`config.mk`:
```
export PLATFORM = sky130hd
export DESIGN_NAME = cwg_queue
export DESIGN_NICKNAME = d
export VERILOG_FILES = /design/src/hw/rtl/cwg_pkg.sv /design/src/hw/rtl/cwg_queue.sv
export SDC_FILE = /design/constraint.sdc
export NUM_CORES = 1
export LEC_CHECK = 0
export BUFFER_PORTS_ARGS = -buffer_cell sky130_fd_sc_hd__clkbuf_2
export CAP_MARGIN = 10
export CELL_PAD_IN_SITES_DETAIL_PLACEMENT = 0
export CELL_PAD_IN_SITES_GLOBAL_PLACEMENT = 1
export CORE_UTILIZATION = 44
export DETAILED_ROUTE_END_ITERATION = 10
export PLACE_DENSITY_LB_ADDON = 0.1
export SETUP_SLACK_MARGIN = 0.3
export SYNTH_ARGS = -nofsm -noshare
export SYNTH_HDL_FRONTEND = slang
export SYNTH_SLANG_ARGS = --single-unit
```
`constraint.sdc`:
```
create_clock -name i_clk -period 4.3 [get_ports i_clk]
set_input_delay 0.215 -clock i_clk [delete_from_list [all_inputs] [get_ports i_clk]]
set_output_delay 0.215 -clock i_clk [all_outputs]
set_load 0.05 [all_outputs]
```
`src/hw/rtl/cwg_pkg.sv`:
```
// Shared constants, types and codes of the causal window gather block.
package cwg_pkg;

    // Sizing of the line store and of the neighborhood mask
    localparam int MAX_WIDTH     = 1024;
    localparam int MAX_MASK_ROWS = 4;
    localparam int MAX_MASK_COLS = 16;
    localparam int SAMPLE_BITS   = 16;
    localparam int MASK_STRIDE   = 16;
    localparam int MASK_W        = 64;

    localparam int COL_W       = $clog2(MAX_WIDTH);
    localparam int SLOT_W      = $clog2(MAX_MASK_ROWS);
    localparam int ADDR_W      = SLOT_W + COL_W;
    localparam int STORE_DEPTH = MAX_MASK_ROWS * MAX_WIDTH;
    localparam int STRIDE_W    = $clog2(MASK_STRIDE);
    localparam int EIDX_W      = $clog2(MASK_W);
    localparam int MROW_W      = EIDX_W - STRIDE_W;
    localparam int COLX_W      = COL_W + 2;

    // Field widths
    localparam int WIDTH_W    = 11;
    localparam int HEIGHT_W   = 16;
    localparam int ROWS_W     = 3;
    localparam int COLS_W     = 5;
    localparam int ACOL_W     = 4;
    localparam int AROW_W     = 2;
    localparam int PIX_W      = 16;
    localparam int OFFR_W     = 3;
    localparam int OFFC_W     = 5;
    localparam int CFG_IDX_W  = 3;
    localparam int CFG_DATA_W = 64;

    // Queue depths
    localparam int QUEUE_DEPTH = 2;
    localparam int QPTR_W      = $clog2(QUEUE_DEPTH);
    localparam int QCNT_W      = $clog2(QUEUE_DEPTH + 1);
    localparam int OUT_DEPTH   = 4;
    localparam int OPTR_W      = $clog2(OUT_DEPTH);
    localparam int OCNT_W      = $clog2(OUT_DEPTH + 1);

    typedef logic [WIDTH_W-1:0]     t_width;
    typedef logic [HEIGHT_W-1:0]    t_height;
    typedef logic [MASK_W-1:0]      t_mask;
    typedef logic [ROWS_W-1:0]      t_rows;
    typedef logic [COLS_W-1:0]      t_cols;
    typedef logic [ACOL_W-1:0]      t_acol;
    typedef logic [AROW_W-1:0]      t_arow;
    typedef logic [COL_W-1:0]       t_col;
    typedef logic [COLX_W-1:0]      t_colx;
    typedef logic [SLOT_W-1:0]      t_slot;
    typedef logic [ADDR_W-1:0]      t_addr;
    typedef logic [SAMPLE_BITS-1:0] t_sample;
    typedef logic [PIX_W-1:0]       t_pix;
    typedef logic [OFFR_W-1:0]      t_offr;
    typedef logic [OFFC_W-1:0]      t_offc;
    typedef logic [EIDX_W-1:0]      t_eidx;
    typedef logic [MROW_W-1:0]      t_mrow;
    typedef logic [STRIDE_W-1:0]    t_mcol;
    typedef logic [QPTR_W-1:0]      t_qptr;
    typedef logic [QCNT_W-1:0]      t_qcnt;
    typedef logic [OPTR_W-1:0]      t_optr;
    typedef logic [OCNT_W-1:0]      t_ocnt;

    // Register indexes of the configuration port
    typedef enum logic [CFG_IDX_W-1:0] {
        REG_IMAGE_WIDTH  = 3'd0,
        REG_IMAGE_HEIGHT = 3'd1,
        REG_MASK_BITS    = 3'd2,
        REG_MASK_ROWS    = 3'd3,
        REG_MASK_COLS    = 3'd4,
        REG_ANCHOR_COL   = 3'd5,
        REG_ANCHOR_ROW   = 3'd6
    } t_cfg_reg;

    // Configuration as seen by the datapath, sizes already clamped
    typedef struct packed {
        t_width  width;
        t_height height;
        t_mask   mask;
        t_rows   rows;
        t_cols   cols;
        t_acol   acol;
        t_arow   arow;
    } t_cfg;

    // One classified sample on its way from front to back
    typedef struct packed {
        t_sample pixel;
        t_slot   slot;
        t_col    col;
        t_mask   elem;
    } t_item;

    // One neighbor beat
    typedef struct packed {
        t_pix  sample;
        t_offr offr;
        t_offc offc;
        logic  last;
    } t_result;

endpackage

```
`src/hw/rtl/cwg_queue.sv`:
```
// Short queue of classified samples between front and back.
module cwg_queue (
    input  logic           i_clk,
    input  logic           i_rst_n,
    input  logic           i_push_valid,
    input  cwg_pkg::t_item i_push_item,
    output logic           o_push_ready,
    output logic           o_pop_valid,
    output cwg_pkg::t_item o_pop_item,
    input  logic           i_pop_ready
);

    cwg_pkg::t_item r_mem [cwg_pkg::QUEUE_DEPTH];
    cwg_pkg::t_qptr r_wr_ptr, r_rd_ptr;
    cwg_pkg::t_qcnt r_cnt;
    logic           push, pop;

    assign o_push_ready = (r_cnt != cwg_pkg::t_qcnt'(cwg_pkg::QUEUE_DEPTH));
    assign o_pop_valid  = (r_cnt != '0);
    assign o_pop_item   = r_mem[r_rd_ptr];
    assign push         = i_push_valid && o_push_ready;
    assign pop          = o_pop_valid && i_pop_ready;

    always_ff @(posedge i_clk) begin
        if (!i_rst_n) begin
            r_wr_ptr <= '0;
            r_rd_ptr <= '0;
            r_cnt    <= '0;
        end else begin
            if (push) begin
                r_wr_ptr <= (r_wr_ptr == cwg_pkg::t_qptr'(cwg_pkg::QUEUE_DEPTH - 1))
                            ? '0 : r_wr_ptr + 1'b1;
            end
            if (pop) begin
                r_rd_ptr <= (r_rd_ptr == cwg_pkg::t_qptr'(cwg_pkg::QUEUE_DEPTH - 1))
                            ? '0 : r_rd_ptr + 1'b1;
            end
            if (push && !pop) begin
                r_cnt <= r_cnt + 1'b1;
            end else if (pop && !push) begin
                r_cnt <= r_cnt - 1'b1;
            end
        end
    end

    always_ff @(posedge i_clk) begin
        if (push) begin
            r_mem[r_wr_ptr] <= i_push_item;
        end
    end

endmodule

```
## After elaboration in Yosys (flattened, before gate mapping)

Memories as Yosys holds them, arrays and structs flattened. A register that Yosys moved wholly into a read port is not among the register bits.
Index checks and enable logic that the tools add are counted.

| word-level totals | value |
|---|---|
| word-level logic and storage cells | 25 |
| register bits | 4 |
| memories | 1 |
| memory bits (writable) | 184 |

Memories:

| memory | depth | width | rd ports | clocked after memory_dff | wr ports | line | RTL |
|---|---|---|---|---|---|---|---|
| r_mem | 2 | 92 | 1 | 1 | 1 | cwg_queue.sv:13 | `cwg_pkg::t_item r_mem [cwg_pkg::QUEUE_DEPTH];` |

| operators by class | value |
|---|---|
| equal/unequal tests | 1 |
| add/subtract/negate cells | 4 |
| muxes and demuxes | 8 |
| reductions and logical operators | 8 |

Operators by type and width:

| cell | count |
|---|---|
| $mux W1 | 6 |
| $logic_and A1 B1 Y1 | 4 |
| $mux W2 | 2 |
| $reduce_bool A2 Y1 | 2 |
| $add A1 B1 Y1 const B | 2 |
| $add A2 B1 Y2 const B | 1 |
| $logic_not A1 Y1 | 2 |
| $ne A2 B2 Y1 const B | 1 |
| $sub A2 B1 Y2 const B | 1 |

## Longest topological paths before layout

| depth | value |
|---|---|
| word-level depth | 6 |
| depth in mapped cells | 6 |
| depth with buffers taken out | 6 |

## Least setup slack after synthesis

OpenSTA, ideal clock, no wires.

| path | value |
|---|---|
| kind | register -> register |
| start | reg r_cnt[0] |
| end | mem r_mem[1][0] (netlist name), enable pin |
| arrival | 2.867 ns |
| clock period less this slack | 3.328 ns |
| stages on the path, launching flop included | 3 |
| slack | 0.972 ns |
| cells stage by stage | dfxtp_1 nand2b_4 and3_1 |

| between the ends | value |
|---|---|
| longest elaborated chain between the ends | 4 |

Ends and longest elaborated chain:

| element | line | RTL |
|---|---|---|
| start: declaration | cwg_queue.sv:15 | `cwg_pkg::t_qcnt r_cnt;` |
| start signal: assignment | cwg_queue.sv:39 | `r_cnt <= r_cnt + 1'b1;` |
| start signal: assignment | cwg_queue.sv:41 | `r_cnt <= r_cnt - 1'b1;` |
| $ne A2 B2 Y1 | cwg_queue.sv:18 | `assign o_push_ready = (r_cnt != cwg_pkg::t_qcnt'(cwg_pkg::QUEUE_DEPTH));` |
| net o_push_ready | cwg_queue.sv:7 | `output logic o_push_ready,` |
| $logic_and A1 B1 Y1 | cwg_queue.sv:21 | `assign push = i_push_valid && o_push_ready;` |
| $mux W1 | cwg_queue.sv:47 | `if (push) begin` |
| $mux W1 (not written as such) | cwg_queue.sv:48 | `r_mem[r_wr_ptr] <= i_push_item;` |
| end: declaration | cwg_queue.sv:13 |  |

The timed path passes the listed nets, and every way through them passes these cells.

==> impl_table.tex <==
\begin{tabular}{lr}
\hline
Metric & Value \\
\hline
\multicolumn{2}{l}{\textbf{Timing}} \\
Final critical-path required period & about 2700 ps \\
Clk\_skew & approximately 5 ps \\
Smallest setup slack after layout & between 1500 and 2000 ps \\
Setup Viol. Count Final & 0 \\
Final Max Slew Viols & 0 \\
Slew at the pin closest to its max-slew limit & $\sim$1000 ps \\
Summed negative setup slack over all endpoints & 0 ps \\
Unrepaired setup endpoints after global routing & false \\
Maximum achievable frequency & 0.366 GHz \\
Number of endpoints with negative hold slack in the final report & 0 \\
Headroom to the max-slew limit & 0.301 \\
Worst slack on hold paths & between 50 and 60 ps \\
Share of the cycle needed by the critical path after routing & 0.635 \\
\multicolumn{2}{l}{\textbf{Placement}} \\
Detail Placement HPWL & just over 8 mm \\
Count of buffers from port buffering & 189 \\
Placement Setup Slack & 1980 ps \\
Routability congestion estimate from global placement & between 0.7 and 0.8 \\
\multicolumn{2}{l}{\textbf{Worst setup path}} \\
Largest fanout on the critical path & 76 \\
Data required time at the worst endpoint & slightly above 4000 ps \\
Arrival time reported for the critical path endpoint & approximately 2500 ps \\
Kind of critical path & flip-flop to output pin \\
Nature of the critical path endpoint & output pin \\
Crit path launch type & flip-flop \\
R2R Setup Slk & 2180 ps \\
\multicolumn{2}{l}{\textbf{Layout}} \\
Storage cell area & approximately 5600 um\^{}2 \\
Layout cells sized above 1 & 0.521 \\
Area Overhead vs Synth & 39.1\% \\
Combined area of the multi-input logic cells & 1180 um\^{}2 \\
N\_diodes & 0 \\
Layout filler cell count & between 1000 and 1500 \\
Final \#Nets & 702 \\
\multicolumn{2}{l}{\textbf{Synthesis}} \\
Count of distinct cell types in the synthesized netlist & 21 \\
Number of register bits inferred by synthesis & between 150 and 200 \\
Sequential element share of the synthesized area & 0.814 \\
Fraction of synthesized cell area taken by the top area cell type & 0.800 \\
Netlist Area Pre-Place & 6910 um\^{}2 \\
Synthesis Warnings & 0 \\
Net count after synthesis & around 410 \\
Dominant cells by area after synthesis & edfxtp\_1 (80\%), mux2\_2 (15\%), dfxtp\_1 (1.4\%) \\
Share of synthesized flip-flops with an asynchronous set or reset & 0 \\
Most used standard cells in the synthesized netlist & edfxtp\_1 (184), mux2\_2 (92), buf\_6 (8) \\
Number of enable flip-flop cells after synthesis & around 180 \\
Dominant cell by count in the synthesized netlist & edfxtp\_1 \\
Flip-flop cell with the highest count after synthesis & edfxtp\_1 \\
Cell taking the most area after synthesis & edfxtp\_1 \\
Synthesized instance count & a little over 300 \\
Average instance area after synthesis & 22.3 um\^{}2 \\
\multicolumn{2}{l}{\textbf{Job}} \\
Number of violations of the max-capacitance limit & 0 \\
\multicolumn{2}{l}{\textbf{Drt}} \\
Vias after detailed routing & 3822 \\
Final routed DRC violation total & 0 \\
Average via count per standard cell & roughly 4.6 \\
Antenna Nets Post-Route & 0 \\
Average wire per cell in the routed design & around 16 um \\
DR iter-0 viols & approximately 140 \\
Drt first pass iters & 4 \\
Total Wirelength & about 13 mm \\
\multicolumn{2}{l}{\textbf{Floorplanning}} \\
Height of the chip & $\sim$130 um \\
I/O pin count & 190 \\
Area enclosed by the die boundary & between 15000 and 20000 um\^{}2 \\
Die width & between 100 and 150 um \\
Floorplan core area & roughly 15000 um\^{}2 \\
Starting density of the core & 0.453 \\
Core Rows & 45 \\
\multicolumn{2}{l}{\textbf{CTS}} \\
CTS tree & built \\
Clock root buffer & clkbuf\_16 \\
Clock latency on the worst-skew pair & approximately 420 ps \\
Setup repair bufs after CTS & 0 \\
TritonCTS sink count & $\sim$190 \\
Number of buffers created by CTS & 17 \\
Number of buffers between clock root and the deepest sink & 2 \\
Clock H-tree levels & 4 \\
Clk slew on worst S/H paths & roughly 60 ps \\
\multicolumn{2}{l}{\textbf{Global route}} \\
Wire length of the first global-routing pass & 19.8 mm \\
Vias in the first global route & 4101 \\
Antenna violations before repair & 0 \\
Maximum number of pins on one net before global-route repair & between 70 and 80 \\
Total GRT Usage & 0.167 \\
GR Overflow Total & 0 \\
\multicolumn{2}{l}{\textbf{Min path}} \\
Worst hold path class & input port to flip-flop \\
\multicolumn{2}{l}{\textbf{Pwr}} \\
Cell Pwr Density & 634 nW/um\^{}2 \\
Cell leakage power & 0.00363 uW \\
Worst IR drop on VDD & about 0.34 mV \\
\multicolumn{2}{l}{\textbf{Outcome}} \\
Outcome & finished clean \\
\hline
\end{tabular}
==> stage by stage <==
stage,std cells,utilization,area [um^2],total power (uW)
2_1_floorplan,310,-,6910,4060
5_1_grt,829,0.629,9600,6310
4_1_cts,829,0.629,9600,6150
3_3_place_gp,705,0.528,8060,4440
3_5_place_dp,705,0.528,8060,4460
6_report,829,0.629,9600,6090
==> area by class of cell <==
class                   instances  share of cell area
repair buffers                286               0.198
multi-input cells             110               0.123
well taps                     211              0.0275
clock inverters                15              0.0203
clock buffers                  17              0.0443
inverters                       1            0.000651
flip-flops and latches        189               0.586
==> flip-flops by register name, summed over array words and instances, names as in the netlist, named ones only <==
signal    flops
r_cnt         2
r_mem       184
r_rd_ptr      1
r_wr_ptr      1
==> final timing paths <==
path | endpoint | from | depth (start not counted)
setup reg to reg | r_mem[0][42]$_DFFE_PP_ | r_cnt[0]$_SDFFE_PN0P_ | 4
hold / removal | flip-flop | i_rst_n | 2
setup / recovery | o_pop_item[68] | flip-flop | 3
hold reg to reg | r_cnt[1]$_SDFFE_PN0P_ | r_cnt[1]$_SDFFE_PN0P_ | 2
==> per-layer routing <==
layer | vias up | GRT usage | routed length (um)
li1 | 1822 | - | -
met3 | 13 | 0.0561 | 714
met1 | 1873 | 0.182 | 5240
met5 | - | 0 | 0
met2 | 114 | 0.297 | 6760
met4 | 0 | 0.0693 | 177
==> logic make-up after synthesis <==
| kind of cell | synth area share |
|---|---|
| flip-flops | 0.814 |
| multiplexers | 0.150 |
| buffers and inverters | 0.0154 |
| AND/OR/NAND/NOR | 0.00942 |
| AO/OA/AOI/OAI | 0.00507 |
| XOR/XNOR | 0.00381 |
| adder cells (fa/ha/maj) | 0.00181 |
==> repair_timing <==
item                      CTS  global route
hold buffers               92             0
gates resized for setup     0             0
hold endpoints to repair  184             0
==> layout by cell type (no fill, tap or decap) <==
master and count:
o21ai_0 1, clkinv_2 1, dfxtp_1 4, ha_1 1, bufinv_16 4, clkinv_1 2
a21bo_2 1, xor2_1 1, dlygate4sd3_1 92, or3_1 1, a21boi_1 1, mux2_2 92
o21ai_1 1, xnor2_1 2, nand3b_1 1, buf_4 5, or2_2 1, nand2b_4 1
dfxtp_4 1, a21boi_0 1, clkinvlp_4 6, and3_4 1, and2_1 4, clkbuf_16 17
inv_6 2, edfxtp_1 184, clkbuf_2 189, inv_4 1
==> power by group <==
| group | switching, uW | internal (uW) | leakage (uW) |
|---|---|---|---|
| registers | 158 | 2300 | 0.00176 |
| clock network | 655 | 971 | 0.000283 |
| logic | 1400 | 601 | 0.00159 |
| total | 2210 | 3880 | 0.00363 |
==> worst max-delay path, stage by stage, from the launching register on <==
cell and delay, ps:
dfxtp_4 1040, buf_4 390, mux2_2 370, clkbuf_2 240
Note: power is estimated with default switching activity, not from simulation.
