[config.mk]
export PLATFORM = sky130hd
export DESIGN_NAME = cwg_front_flat
export DESIGN_NICKNAME = d
export VERILOG_FILES = /design/src/hw/rtl/cwg_pkg.sv /design/src/hw/rtl/cwg_if.sv /design/src/hw/rtl/cwg_front.sv /design/src/flat_wrapper.sv
export SDC_FILE = /design/constraint.sdc
export NUM_CORES = 1
export LEC_CHECK = 0
export CORE_MARGIN = 5
export CORE_UTILIZATION = 68
export CTS_CLUSTER_SIZE = 40
export DETAILED_ROUTE_END_ITERATION = 8
export DONT_BUFFER_PORTS = 1
export GPL_TIMING_DRIVEN = 0
export MAX_ROUTING_LAYER = met4
export PLACE_DENSITY = 0.93
export SETUP_SLACK_MARGIN = 0.1
export SLEW_MARGIN = 40
export SYNTH_ARGS = -nofsm -noshare
export SYNTH_HDL_FRONTEND = slang
export SYNTH_SLANG_ARGS = --single-unit
[constraint.sdc]
create_clock -name i_clk -period 12.4 [get_ports i_clk]
set_input_delay 2.48 -clock i_clk [delete_from_list [all_inputs] [get_ports i_clk]]
set_output_delay 2.48 -clock i_clk [all_outputs]
set_load 0.005 [all_outputs]
[src/hw/rtl/cwg_pkg.sv]
// Shared constants, types and codes of the causal window gather block.
package cwg_pkg;

    // Sizing of the line store and of the neighborhood mask
    localparam int MAX_WIDTH     = 1024;
    localparam int MAX_MASK_ROWS = 4;
    localparam int MAX_MASK_COLS = 16;
    localparam int SAMPLE_BITS   = 16;
    localparam int MASK_STRIDE   = 16;
    localparam int MASK_W        = 64;

    localparam int COL_W       = $clog2(MAX_WIDTH);
    localparam int SLOT_W      = $clog2(MAX_MASK_ROWS);
    localparam int ADDR_W      = SLOT_W + COL_W;
    localparam int STORE_DEPTH = MAX_MASK_ROWS * MAX_WIDTH;
    localparam int STRIDE_W    = $clog2(MASK_STRIDE);
    localparam int EIDX_W      = $clog2(MASK_W);
    localparam int MROW_W      = EIDX_W - STRIDE_W;
    localparam int COLX_W      = COL_W + 2;

    // Field widths
    localparam int WIDTH_W    = 11;
    localparam int HEIGHT_W   = 16;
    localparam int ROWS_W     = 3;
    localparam int COLS_W     = 5;
    localparam int ACOL_W     = 4;
    localparam int AROW_W     = 2;
    localparam int PIX_W      = 16;
    localparam int OFFR_W     = 3;
    localparam int OFFC_W     = 5;
    localparam int CFG_IDX_W  = 3;
    localparam int CFG_DATA_W = 64;

    // Queue depths
    localparam int QUEUE_DEPTH = 2;
    localparam int QPTR_W      = $clog2(QUEUE_DEPTH);
    localparam int QCNT_W      = $clog2(QUEUE_DEPTH + 1);
    localparam int OUT_DEPTH   = 4;
    localparam int OPTR_W      = $clog2(OUT_DEPTH);
    localparam int OCNT_W      = $clog2(OUT_DEPTH + 1);

    typedef logic [WIDTH_W-1:0]     t_width;
    typedef logic [HEIGHT_W-1:0]    t_height;
    typedef logic [MASK_W-1:0]      t_mask;
    typedef logic [ROWS_W-1:0]      t_rows;
    typedef logic [COLS_W-1:0]      t_cols;
    typedef logic [ACOL_W-1:0]      t_acol;
    typedef logic [AROW_W-1:0]      t_arow;
    typedef logic [COL_W-1:0]       t_col;
    typedef logic [COLX_W-1:0]      t_colx;
    typedef logic [SLOT_W-1:0]      t_slot;
    typedef logic [ADDR_W-1:0]      t_addr;
    typedef logic [SAMPLE_BITS-1:0] t_sample;
    typedef logic [PIX_W-1:0]       t_pix;
    typedef logic [OFFR_W-1:0]      t_offr;
    typedef logic [OFFC_W-1:0]      t_offc;
    typedef logic [EIDX_W-1:0]      t_eidx;
    typedef logic [MROW_W-1:0]      t_mrow;
    typedef logic [STRIDE_W-1:0]    t_mcol;
    typedef logic [QPTR_W-1:0]      t_qptr;
    typedef logic [QCNT_W-1:0]      t_qcnt;
    typedef logic [OPTR_W-1:0]      t_optr;
    typedef logic [OCNT_W-1:0]      t_ocnt;

    // Register indexes of the configuration port
    typedef enum logic [CFG_IDX_W-1:0] {
        REG_IMAGE_WIDTH  = 3'd0,
        REG_IMAGE_HEIGHT = 3'd1,
        REG_MASK_BITS    = 3'd2,
        REG_MASK_ROWS    = 3'd3,
        REG_MASK_COLS    = 3'd4,
        REG_ANCHOR_COL   = 3'd5,
        REG_ANCHOR_ROW   = 3'd6
    } t_cfg_reg;

    // Configuration as seen by the datapath, sizes already clamped
    typedef struct packed {
        t_width  width;
        t_height height;
        t_mask   mask;
        t_rows   rows;
        t_cols   cols;
        t_acol   acol;
        t_arow   arow;
    } t_cfg;

    // One classified sample on its way from front to back
    typedef struct packed {
        t_sample pixel;
        t_slot   slot;
        t_col    col;
        t_mask   elem;
    } t_item;

    // One neighbor beat
    typedef struct packed {
        t_pix  sample;
        t_offr offr;
        t_offc offc;
        logic  last;
    } t_result;

endpackage

[src/hw/rtl/cwg_if.sv]
// Handshake channels of the causal window gather block.
interface cwg_pix_if;
    logic            valid;
    logic            ready;
    cwg_pkg::t_pix   pixel_value;

    modport source (output valid, output pixel_value, input ready);
    modport sink   (input valid, input pixel_value, output ready);
endinterface


[src/hw/rtl/cwg_front.sv]
// Front end: accepts samples, tracks the raster position, marks usable mask elements.
module cwg_front (
    input  logic             i_clk,
    input  logic             i_rst_n,
    input  cwg_pkg::t_cfg    i_cfg,
    cwg_pix_if.sink          i_pix,
    output logic             o_push_valid,
    output cwg_pkg::t_item   o_push_item,
    input  logic             i_push_ready
);

    cwg_pkg::t_col    r_col, n_col;
    cwg_pkg::t_height r_row, n_row;
    cwg_pkg::t_col    col0;
    cwg_pkg::t_height row0;
    logic [cwg_pkg::WIDTH_W-1:0]  col_inc;
    logic [cwg_pkg::HEIGHT_W:0]   row_inc;
    logic [cwg_pkg::MAX_MASK_ROWS-1:0] row_ok;
    logic [cwg_pkg::MAX_MASK_COLS-1:0] col_ok;
    cwg_pkg::t_mask   elem;
    logic             accept;

    // Position of this sample: wrap first if a size shrank under the counters
    always_comb begin
        col0 = r_col;
        row0 = r_row;
        if (cwg_pkg::t_width'(r_col) >= i_cfg.width) begin
            col0 = '0;
            row0 = r_row + 1'b1;
        end
        if (row0 >= i_cfg.height) begin
            row0 = '0;
        end
    end

    // Position of the next sample
    always_comb begin
        col_inc = cwg_pkg::t_width'(col0) + 1'b1;
        row_inc = {1'b0, row0} + 1'b1;
        n_col   = col_inc[cwg_pkg::COL_W-1:0];
        n_row   = row0;
        if (col_inc >= i_cfg.width) begin
            n_col = '0;
            n_row = (row_inc >= {1'b0, i_cfg.height}) ? '0
                                                      : row_inc[cwg_pkg::HEIGHT_W-1:0];
        end
    end

    // Mask rows that lie inside the image and not below the anchor
    always_comb begin
        for (int r = 0; r < cwg_pkg::MAX_MASK_ROWS; r++) begin
            row_ok[r] = (cwg_pkg::t_rows'(r) < i_cfg.rows) &&
                        (cwg_pkg::t_rows'(r) <= cwg_pkg::t_rows'(i_cfg.arow)) &&
                        (row0 >= (cwg_pkg::t_height'(i_cfg.arow) - cwg_pkg::t_height'(r)));
        end
    end

    // Mask columns that land inside the current row
    always_comb begin
        for (int c = 0; c < cwg_pkg::MAX_MASK_COLS; c++) begin
            col_ok[c] = (cwg_pkg::t_cols'(c) < i_cfg.cols) &&
                        ((cwg_pkg::t_colx'(col0) + cwg_pkg::t_colx'(c)) >=
                         cwg_pkg::t_colx'(i_cfg.acol)) &&
                        ((cwg_pkg::t_colx'(col0) + cwg_pkg::t_colx'(c)) <
                         (cwg_pkg::t_colx'(i_cfg.width) + cwg_pkg::t_colx'(i_cfg.acol)));
        end
    end

    // Drop set bits that fall outside the image or come after the anchor
    always_comb begin
        elem = '0;
        for (int r = 0; r < cwg_pkg::MAX_MASK_ROWS; r++) begin
            for (int c = 0; c < cwg_pkg::MAX_MASK_COLS; c++) begin
                if (r * cwg_pkg::MASK_STRIDE + c < cwg_pkg::MASK_W) begin
                    elem[r * cwg_pkg::MASK_STRIDE + c] =
                        i_cfg.mask[r * cwg_pkg::MASK_STRIDE + c] && row_ok[r] && col_ok[c] &&
                        !((cwg_pkg::t_rows'(r) == cwg_pkg::t_rows'(i_cfg.arow)) &&
                          (cwg_pkg::t_colx'(c) > cwg_pkg::t_colx'(i_cfg.acol)));
                end
            end
        end
    end

    assign accept       = i_pix.valid && i_push_ready;
    assign i_pix.ready  = i_push_ready;
    assign o_push_valid = i_pix.valid;

    always_comb begin
        o_push_item.pixel = i_pix.pixel_value[cwg_pkg::SAMPLE_BITS-1:0];
        o_push_item.slot  = row0[cwg_pkg::SLOT_W-1:0];
        o_push_item.col   = col0;
        o_push_item.elem  = elem;
    end

    always_ff @(posedge i_clk) begin
        if (!i_rst_n) begin
            r_col <= '0;
            r_row <= '0;
        end else if (accept) begin
            r_col <= n_col;
            r_row <= n_row;
        end
    end

endmodule

[src/flat_wrapper.sv]
// flat-port wrapper written by rule: the top's interface ports become plain ports
module cwg_front_flat 
  (i_clk, i_rst_n, i_cfg, o_push_valid, o_push_item, i_push_ready, i_pix_valid, i_pix_pixel_value, i_pix_ready);
  cwg_pix_if i_pix_i ();
  input  logic i_clk;
  input  logic i_rst_n;
  input  cwg_pkg::t_cfg i_cfg;
  output logic o_push_valid;
  output cwg_pkg::t_item o_push_item;
  input  logic i_push_ready;
  input wire logic [$bits(i_pix_i.valid)-1:0] i_pix_valid;
  input wire logic [$bits(i_pix_i.pixel_value)-1:0] i_pix_pixel_value;
  output wire logic [$bits(i_pix_i.ready)-1:0] i_pix_ready;
  assign i_pix_i.valid = i_pix_valid;
  assign i_pix_i.pixel_value = i_pix_pixel_value;
  assign i_pix_ready = i_pix_i.ready;
  cwg_front u_core (.i_clk(i_clk), .i_rst_n(i_rst_n), .i_cfg(i_cfg), .i_pix(i_pix_i), .o_push_valid(o_push_valid), .o_push_item(o_push_item), .i_push_ready(i_push_ready));
endmodule
Word-level counts from Yosys, hierarchy flattened
Index checks and enable logic that the tools add are counted.
- register bits after elaboration: 26
- bits of input ports: 125
- logic and storage cells: 460
- add/subtract/negate cells: 22
- $lt $le $gt $ge: 78
- eq/ne operators: 3
- mux-type cells: 6
- reductions and logical operators: 349
- operators with widths (cell ; number):
    $logic_and A1 B1 Y1 ; 288
    $ge A12 B4 Y1 ; 15
    $lt A12 B12 Y1 ; 15
    $add A10 B4 Y11 const B ; 8
    $ge A16 B16 Y1 ; 4
    $mux W16 ; 4
    $logic_not A1 Y1 ; 60
    $add A10 B3 Y11 const B ; 4
    $lt A4 B5 Y1 const A ; 8
    $gt A4 B4 Y1 const A ; 8
    $add A10 B1 Y11 const B ; 2
    $add A10 B2 Y11 const B ; 2
    $lt A3 B5 Y1 const A ; 4
    $mux W10 ; 2
    $add A16 B1 Y17 const B ; 1
    $ge A17 B16 Y1 ; 1
    $add A16 B1 Y16 const B ; 1
    $ge A16 B2 Y1 ; 1
    $gt A3 B4 Y1 const A ; 4
    $add A11 B4 Y12 ; 1
    $lt A10 B12 Y1 ; 1
    $ge A10 B11 Y1 ; 1
    $ge A11 B11 Y1 ; 1
    $ge A10 B4 Y1 ; 1
    13 further kinds ; 21

Longest topological paths before layout
Gate-level depths: netlist (run 1).
- depth in word-level cells: 9
- depth in mapped cells: 38

Worst setup path after synthesis (run 1)
No wires, ideal clock.
- path type: in2out
- from: in i_cfg[102] (netlist name)
- to: out o_push_item[17] (netlist name)
- arrival: 8658 ps
- required time: 9920 ps
- slack: 1262 ps
- stages: 30
- buffers on the path: 6
- path through: inv_1 > ha_1 > a211oi_1 > nor2_1 > nor2_1 > clkbuf_1 > nand2_1 > clkbuf_1 > clkbuf_1 > buf_1 > nand2_1 > nand2_1 > ha_1 > or4_1 > a21oi_1 > o311a_1 > o21ai_1 > clkbuf_1 > or2_2 > ha_1 > nand2b_1 > a21o_1 > a21o_1 > a21o_1 > a21o_1 > a2111oi_0 > o21bai_1 > a31oi_1 > clkbuf_1 > nor3_1
- RTL lines (what ; RTL line ; source):
    from (decl) ; flat_wrapper.sv:7 ; input cwg_pkg::t_cfg i_cfg;
    to (decl) ; flat_wrapper.sv:9 ; output cwg_pkg::t_item o_push_item;

==> impl_metrics.sql, run 1 <==
INSERT INTO impl_metrics (metric_group, metric, value, unit) VALUES
('synthesis', 'synthesis.nets', '2237', ''),
('power', 'power_leakage', '6.34', 'nW'),
('finish', 'drive_above_1_share', '0.0610', ''),
('synthesis', 'netlist_area', '12700', 'sq um'),
('critical_path', 'critPathTopFamily', 'buffers and inverters', ''),
('sta', 'final_hold_vios', '0', ''),
('die', 'die_area', '21500', 'sq um'),
('detailed_routing', 'routed_vias', '15400', ''),
('synthesis', 'yosys.cell_types.count', '82', ''),
('critical_path', 'critical_path_buf_inv_count', '7', ''),
('die', 'boundaryPins', '219', ''),
('global_route', 'gr-usage-all-layers', '0.514', ''),
('detailed_routing', 'ant_nets', '0', ''),
('placement', 'placement.io_buffers', '0', ''),
('finish', 'syn2layout_area_growth', '5.77', '%'),
('sta', 'finClkSkew', '0.0120', 'ns'),
('placement', 'place_congestion', '1.14', ''),
('power', 'ir_drop', '0.0619', 'mV'),
('placement', 'dpl_worst_slack', '-1.06', 'ns'),
('cts', 'cts_buffers', '3', ''),
('detailed_routing', 'routed_wl', '56.7', 'mm'),
('sta', 'fmax', '81.8', 'MHz'),
('detailed_routing', 'firstDrtPassIters', '9', ''),
('cts', 'clk_path_buf_depth', '2', ''),
('worst_hold_path', 'min-delay-path-class', 'flop to flop', ''),
('global_route', 'grt_pass1_wl', '85.5', 'mm'),
('power', 'pwr_density_cell', '41.1', 'nW/um^2'),
('cts', 'tritoncts_clock_tree', 'done', ''),
('placement', 'dp.final_hpwl', '43.9', 'mm'),
('cts', 'clk_transition_reported_paths', '0.08', 'ns'),
('global_route', 'first_global_vias', '15000', ''),
('global_route', 'grt-ovfl-total', '0', ''),
('synthesis', 'async_flop_share', '0', ''),
('sta', 'final-max-slew-violation-count', '0', ''),
('detailed_routing', 'drt_iter0_drc', '2314', ''),
('sta', 'min_period_over_period', '0.986', ''),
('critical_path', 'critPathLaunchType', 'primary input', ''),
('run', 'drv.max_cap_violation_count', '0', ''),
('synthesis', 'synth.avg_cell_area', '6.99', 'sq um'),
('sta', 'timing.max_slew.rel_slack', '0.375', ''),
('sta', 'timing_worst_slew_pin_value', '0.927', 'ns'),
('die', 'core', '18500', 'sq um'),
('cts', 'cts_hold_buf', '0', ''),
('die', 'row_count', '50', ''),
('finish', 'non_filler_cells_final', '2072', ''),
('sta', 'timing.final.setup_violations', '0', ''),
('outcome', 'status', 'finished, final reports clean', ''),
('synthesis', 'top_ff_cell_synth', 'dfxtp_1', ''),
('placement', 'numPlacedInstances', '2066', ''),
('synthesis', 'number_of_synthesized_register_bits', '26', ''),
('critical_path', 'critical_path.max_fanout', '11', ''),
('critical_path', 'highest_cell_delay_on_the_worst_timing_path', '0.55', 'ns'),
('critical_path', 'regToRegStartpoint', 'u_core.r_col[0]', ''),
('die', 'chipHeight', '147', 'um'),
('cts', 'setup_repair_bufs_after_cts', '0', ''),
('critical_path', 'path_class', 'primary input to output port', ''),
('synthesis', 'seq_area_frac_synth', '0.0410', ''),
('critical_path', 'end_kind', 'output port', ''),
('critical_path', 'crit_slowest_cell', 'clkbuf_1', ''),
('sta', 'sum_of_negative_setup_slack', '0', 'ns'),
('die', 'dieWidth', '147', 'um'),
('synthesis', 'number_of_synthesized_flops_with_an_enable_pin', '0', ''),
('cts', 'sink_count_of_the_clock_tree', '26', ''),
('cts', 'cts.root.buffer_cell', 'clkbuf_16', ''),
('cts', 'worst_skew_pair.late_latency', '0.28', 'ns'),
('synthesis', 'netlist.top_cell.by_area', 'ha_1', ''),
('worst_hold_path', 'hp-start', 'u_core.r_row[5]', ''),
('detailed_routing', 'drc_errors', '0', ''),
('detailed_routing', 'route.detailed.vias_per_inst', '7.46', ''),
('finish', 'final_stage_net_count', '2256', ''),
('sta', 'final.setup.worst_slack', '0.177', 'ns'),
('synthesis', 'synth-warning-count', '0', ''),
('cts', 'htree_num_levels', '1', ''),
('global_route', 'antenna_found_initial', '3', ''),
('sta', 'period_minus_slack', '12.22', 'ns'),
('die', 'starting_density_of_the_core', '0.686', ''),
('global_route', 'grt_max_degree', '20', ''),
('critical_path', 'crit_required', '9.92', 'ns'),
('synthesis', 'synth_area_leaders', 'ha_1, xnor2_1, a21oi_1', ''),
('synthesis', 'synthesis.instances', '1817', ''),
('critical_path', 'startpoint', 'i_cfg[102]', ''),
('detailed_routing', 'wl_per_cell', '27.4', 'um'),
('sta', 'rsz0062_at_grt', 'false', ''),
('critical_path', 'timing.critical_path.arrival', '9.74', 'ns'),
('synthesis', 'yosys.area.top_type_share', '0.290', '');
[state kept, by name (all words and copies together), names as in the netlist]
name and flops:
u_core.r_col 10, u_core.r_row 16
[cells by family (layout without fill, tap and decap cells)]
family,count (synthesis),count (layout),share of synthesized area
simple gates,659,659,0.259
compound gates,501,501,0.252
fa+ha+maj,295,295,0.291
buf+inv,206,224,0.0668
xor+xnor,124,124,0.0855
flops,26,26,0.0410
mux,6,6,0.00493
other cells,0,3,0
[worst paths after layout]
check             slack, ns  cells after the start               to
hold / removal         0.63                      2  u_core.r_row[5]
hold reg to reg        0.63                      2  u_core.r_row[5]
setup / recovery       0.18                     26  o_push_item[33]
setup reg to reg       2.83                     34  u_core.r_row[3]
[synth_stat cells, types with 6 or more instances]
cell       instances
o31ai_1           12
nand2b_1          32
nor2_1           172
or4_1             12
ha_1             294
nand4_1           20
xnor2_1          100
a31oi_1           22
o211ai_1          11
a41oi_1            7
o21bai_1           6
o21a_1            26
a21o_1            45
a211o_1            7
inv_1             92
nor3_1            75
and2_1            16
dfxtp_1           26
a22oi_1            6
nor4_1            18
buf_4             18
nand3_1           56
clkbuf_1          75
and3_1            21
buf_1             14
nor2b_1           22
a2111oi_0         17
a211oi_1          19
or2_2              9
xor2_1            24
buf_2              6
or3_1             11
a21oi_1          144
nand2_1          155
nor4b_1            6
o21ai_0          121
[timing repair]
| action | 4_1_cts | 5_1_grt |
|---|---|---|
| gates cloned | 0 | 0 |
| resized for setup | 13 | 15 |
| pin swaps | 0 | 1 |
| endpoints found under the setup margin | 59 | 43 |
[cell usage in the layout (no fill, tap or decap), drive strengths merged, types with 26 or more instances in the layout]
| cell type | netlist | layout |
|---|---|---|
| a21o | 45 | 45 |
| a21oi | 146 | 146 |
| buf | 38 | 54 |
| clkbuf | 75 | 76 |
| dfxtp | 26 | 26 |
| ha | 294 | 294 |
| inv | 92 | 92 |
| nand2 | 155 | 155 |
| nand2b | 32 | 32 |
| nand3 | 56 | 56 |
| nor2 | 172 | 172 |
| nor3 | 76 | 76 |
| o21a | 26 | 26 |
| o21ai | 125 | 125 |
| xnor2 | 100 | 100 |
[power breakdown]
part | internal, W | total, W | switching (W) | leakage [nW]
clock | 0.0000646 | 0.000102 | 0.0000378 | 0.0511
sequential | 0.0000866 | 0.0000897 | 0.00000311 | 0.212
combinational | 0.000129 | 0.000360 | 0.000231 | 6.08
[through the flow]
| stage | cell area (sq um) | total power (W) | util | hold slack (ns) |
|---|---|---|---|---|
| after floorplan | 12700 | 0.000311 | - | 0.548 |
| after global placement | 13000 | 0.000396 | 0.701 | 0.585 |
| after detailed placement | 13200 | 0.000429 | 0.715 | 0.591 |
| after CTS | 13400 | 0.000528 | 0.722 | 0.608 |
| after global routing | 13400 | 0.000579 | 0.725 | 0.667 |
| final | 13400 | 0.000552 | 0.725 | 0.626 |
[final cells by class]
class	count	area (sq um)
Antenna cell	3	7.51
Buffer	112	522
Clock buffer	3	75.1
Clock inverter	1	30.0
Fill cell	1576	5090
Inverter	93	349
Multi-Input combinational cell	1585	11500
Sequential cell	26	520
Tap cell	234	293
Timing Repair Buffer	15	131
[per-layer routing]
metal | share of wire | track usage | vias up
met5 | 0 | - | -
met1 | 0.34 | 0.593 | 6909
met3 | 0.15 | 0.152 | 476
met2 | 0.41 | 0.758 | 1387
li1 | - | - | 6675
met4 | 0.098 | 0.365 | 0
[worst min-delay path: stages (launching register included)]
cell,delay [ns]
dfxtp_1,0.37
o21ai_0,0.17
a21oi_1,0.05
(Power assumes the default switching activity.)
==> run 2: changes to the inputs <==
CORE_MARGIN = default   (was 5)
CORE_UTILIZATION = 70   (was 68)
CTS_CLUSTER_DIAMETER = 30   (was default)
PLACE_DENSITY = 0.95   (was 0.93)
clock period = 14.21 ns   (was 12.4 ns; I/O delays follow)
==> impl_metrics.sql, run 2 (synthesis results as in run 1) <==
INSERT INTO impl_metrics (metric_group, metric, value, unit) VALUES
('sta', 'final-max-slew-violation-count', '0', ''),
('critical_path', 'critical_path_buf_inv_count', '7', ''),
('critical_path', 'worst_path_most_repeated_cell', 'a21o_1', ''),
('worst_hold_path', 'hp-start', 'u_core.r_row[6]', ''),
('critical_path', 'worst_r2r_path_depth', '35', ''),
('critical_path', 'critPathLaunchType', 'primary input', ''),
('sta', 'min_period_over_period', '0.959', ''),
('sta', 'timing.final.setup_violations', '0', ''),
('global_route', 'gr-usage-all-layers', '0.606', ''),
('cts', 'cts.root.buffer_cell', 'clkbuf_16', ''),
('detailed_routing', 'wl_per_cell', '26.6', 'um'),
('power', 'power_leakage', '6.34', 'nW'),
('cts', 'setup_repair_bufs_after_cts', '0', ''),
('cts', 'cts_hold_buf', '0', ''),
('power', 'ir_drop', '0.0408', 'mV'),
('sta', 'fmax', '73.4', 'MHz'),
('critical_path', 'regToRegStartpoint', 'u_core.r_col[0]', ''),
('finish', 'final_stage_net_count', '2257', ''),
('finish', 'multi_input_area', '11500', 'sq um'),
('sta', 'final_hold_vios', '0', ''),
('critical_path', 'r2r-end', 'u_core.r_row[6]', ''),
('global_route', 'grt_pass1_wl', '82.3', 'mm'),
('placement', 'dp.final_hpwl', '41.9', 'mm'),
('die', 'core', '17500', 'sq um'),
('global_route', 'first_global_vias', '14500', ''),
('critical_path', 'timing.critical_path.arrival', '10.78', 'ns'),
('finish', 'reg.largest.list', 'u_core.r_row (16), u_core.r_col (10)', ''),
('die', 'starting_density_of_the_core', '0.727', ''),
('cts', 'htree_num_levels', '1', ''),
('die', 'boundaryPins', '219', ''),
('outcome', 'failed_checks', 'DRC', ''),
('finish', 'final_common_cell', 'ha_1', ''),
('die', 'die_area', '18700', 'sq um'),
('critical_path', 'crit_required', '11.37', 'ns'),
('critical_path', 'end_kind', 'output port', ''),
('critical_path', 'cp_num_cells', '30', ''),
('critical_path', 'critPathTopFamily', 'compound AO/OA/AOI/OAI gates', ''),
('sta', 'rsz0062_at_grt', 'false', ''),
('finish', 'drive_above_1_share', '0.0594', ''),
('detailed_routing', 'drc_errors', '1', ''),
('sta', 'sum_of_negative_setup_slack', '0', 'ns'),
('finish', 'mostFrequentLayoutCells', 'ha_1, nor2_1, nand2_1, a21oi_1, o21ai_0', ''),
('detailed_routing', 'ant_nets', '0', ''),
('finish', 'regMostFlops', 'u_core.r_row', ''),
('critical_path', 'path_class', 'primary input to output port', ''),
('cts', 'clk_transition_reported_paths', '0.08', 'ns'),
('finish', 'num-fill-cells', '1343', ''),
('global_route', 'grt-ovfl-total', '0', ''),
('cts', 'worst_skew_pair.late_latency', '0.28', 'ns'),
('global_route', 'antenna_found_initial', '5', ''),
('critical_path', 'crit_slowest_cell', 'o21ai_1', ''),
('detailed_routing', 'routed_vias', '15500', ''),
('worst_hold_path', 'min_delay_path_depth', '2', ''),
('finish', 'seqCellArea', '520', 'sq um'),
('worst_hold_path', 'hold_end', 'u_core.r_row[6]', ''),
('power', 'pwr_density_cell', '36.5', 'nW/um^2'),
('critical_path', 'critical_path.max_fanout', '10', ''),
('critical_path', 'highest_cell_delay_on_the_worst_timing_path', '0.55', 'ns'),
('sta', 'period_minus_slack', '13.62', 'ns'),
('die', 'row_count', '48', ''),
('die', 'chipHeight', '137', 'um'),
('detailed_routing', 'firstDrtPassIters', '9', ''),
('cts', 'clk_path_buf_depth', '2', ''),
('detailed_routing', 'drt_iter0_drc', '2747', ''),
('die', 'dieWidth', '137', 'um'),
('finish', 'syn2layout_area_growth', '5.64', '%'),
('sta', 'finClkSkew', '0.00327', 'ns'),
('cts', 'cts_buffers', '3', ''),
('outcome', 'status', 'complete, but fails checks', ''),
('sta', 'timing_worst_slew_pin_value', '0.983', 'ns'),
('finish', 'share_of_the_core_filled_with_cells_in_the_final_layout', '0.767', ''),
('finish', 'max_reg_flops', '16', ''),
('detailed_routing', 'routed_wl', '55.0', 'mm'),
('critical_path', 'r2r_slack', '4.42', 'ns'),
('cts', 'tritoncts_clock_tree', 'done', ''),
('global_route', 'grt_max_degree', '20', ''),
('detailed_routing', 'route.detailed.vias_per_inst', '7.53', ''),
('run', 'drv.max_cap_violation_count', '0', ''),
('sta', 'timing.max_slew.rel_slack', '0.345', ''),
('worst_hold_path', 'min-delay-path-class', 'flop to flop', ''),
('placement', 'place_congestion', '1.17', ''),
('placement', 'placement.io_buffers', '0', ''),
('cts', 'sink_count_of_the_clock_tree', '26', '');
## run 2: changes by cell type in the layout (fill, tap and decap cells not counted), moves of 3 or more
cell / before / now
clkbuf_4: 3 / 0
buf_6: 1 / 6
a31oi_2: 0 / 3
buf_4: 31 / 25
clkbuf_2: 6 / 9
## run 2: tightest hold or removal path: stages, from the launching register on
cell and delay (ns):
dfxtp_1 0.35, o21ai_0 0.18, a21oi_1 0.05
## run 2: worst max-delay path by stage
| stage | startpoint | end | slack, ns |
|---|---|---|---|
| floorplan | i_cfg[102] | o_push_item[17] | 2.35 |
| global placement | i_cfg[102] | o_push_item[28] | 0.31 |
| detailed placement | i_cfg[102] | o_push_item[26] | 0.03 |
| CTS | i_cfg[102] | o_push_item[26] | 0.29 |
| global route | i_cfg[102] | o_push_item[33] | 0.17 |
| finish | i_cfg[99] | o_push_item[26] | 0.59 |
## run 2: what timing repair did
action,4_1_cts,5_1_grt
hold endpoints to repair,0,0
endpoints found under the setup margin,10,36
resized for setup,2,10
## run 2: through the flow
stage                     instances  setup slack, ns  hold WS [ns]  instance area [sq um]  total power [W]
after detailed placement       2057           0.0283         0.600                  13200         0.000373
after floorplan                1817             2.35         0.548                  12700         0.000272
after global routing           2066            0.173         0.677                  13400         0.000513
after global placement         2042            0.305         0.582                  13000         0.000344
after CTS                      2061            0.287         0.613                  13400         0.000458
final                          2066            0.587         0.631                  13400         0.000489
## run 2: power breakdown
| part | leakage [nW] | switching [W] | internal (W) |
|---|---|---|---|
| Sequential | 0.212 | 0.00000256 | 0.0000756 |
| Clock | 0.0511 | 0.0000335 | 0.0000564 |
| Combinational | 6.07 | 0.000208 | 0.000114 |
| Total | 6.34 | 0.000244 | 0.000246 |
## run 2: per-layer routing
metal,vias to the layer above,GRT usage,part of all wire
met5,-,-,0
met1,6892,0.645,0.34
met3,532,0.330,0.16
met2,1448,0.815,0.40
li1,6676,-,-
met4,0,0.504,0.10
## run 2: cell type report
| type | instances | area share |
|---|---|---|
| antenna | 5 | 0.000933 |
| buffer | 113 | 0.0382 |
| clock buffer | 3 | 0.00560 |
| clock inverter | 1 | 0.00224 |
| inverter | 93 | 0.0260 |
| multi-input combinational | 1585 | 0.856 |
| sequential | 26 | 0.0388 |
| tap | 225 | 0.0210 |
| timing repair buffer | 15 | 0.0114 |
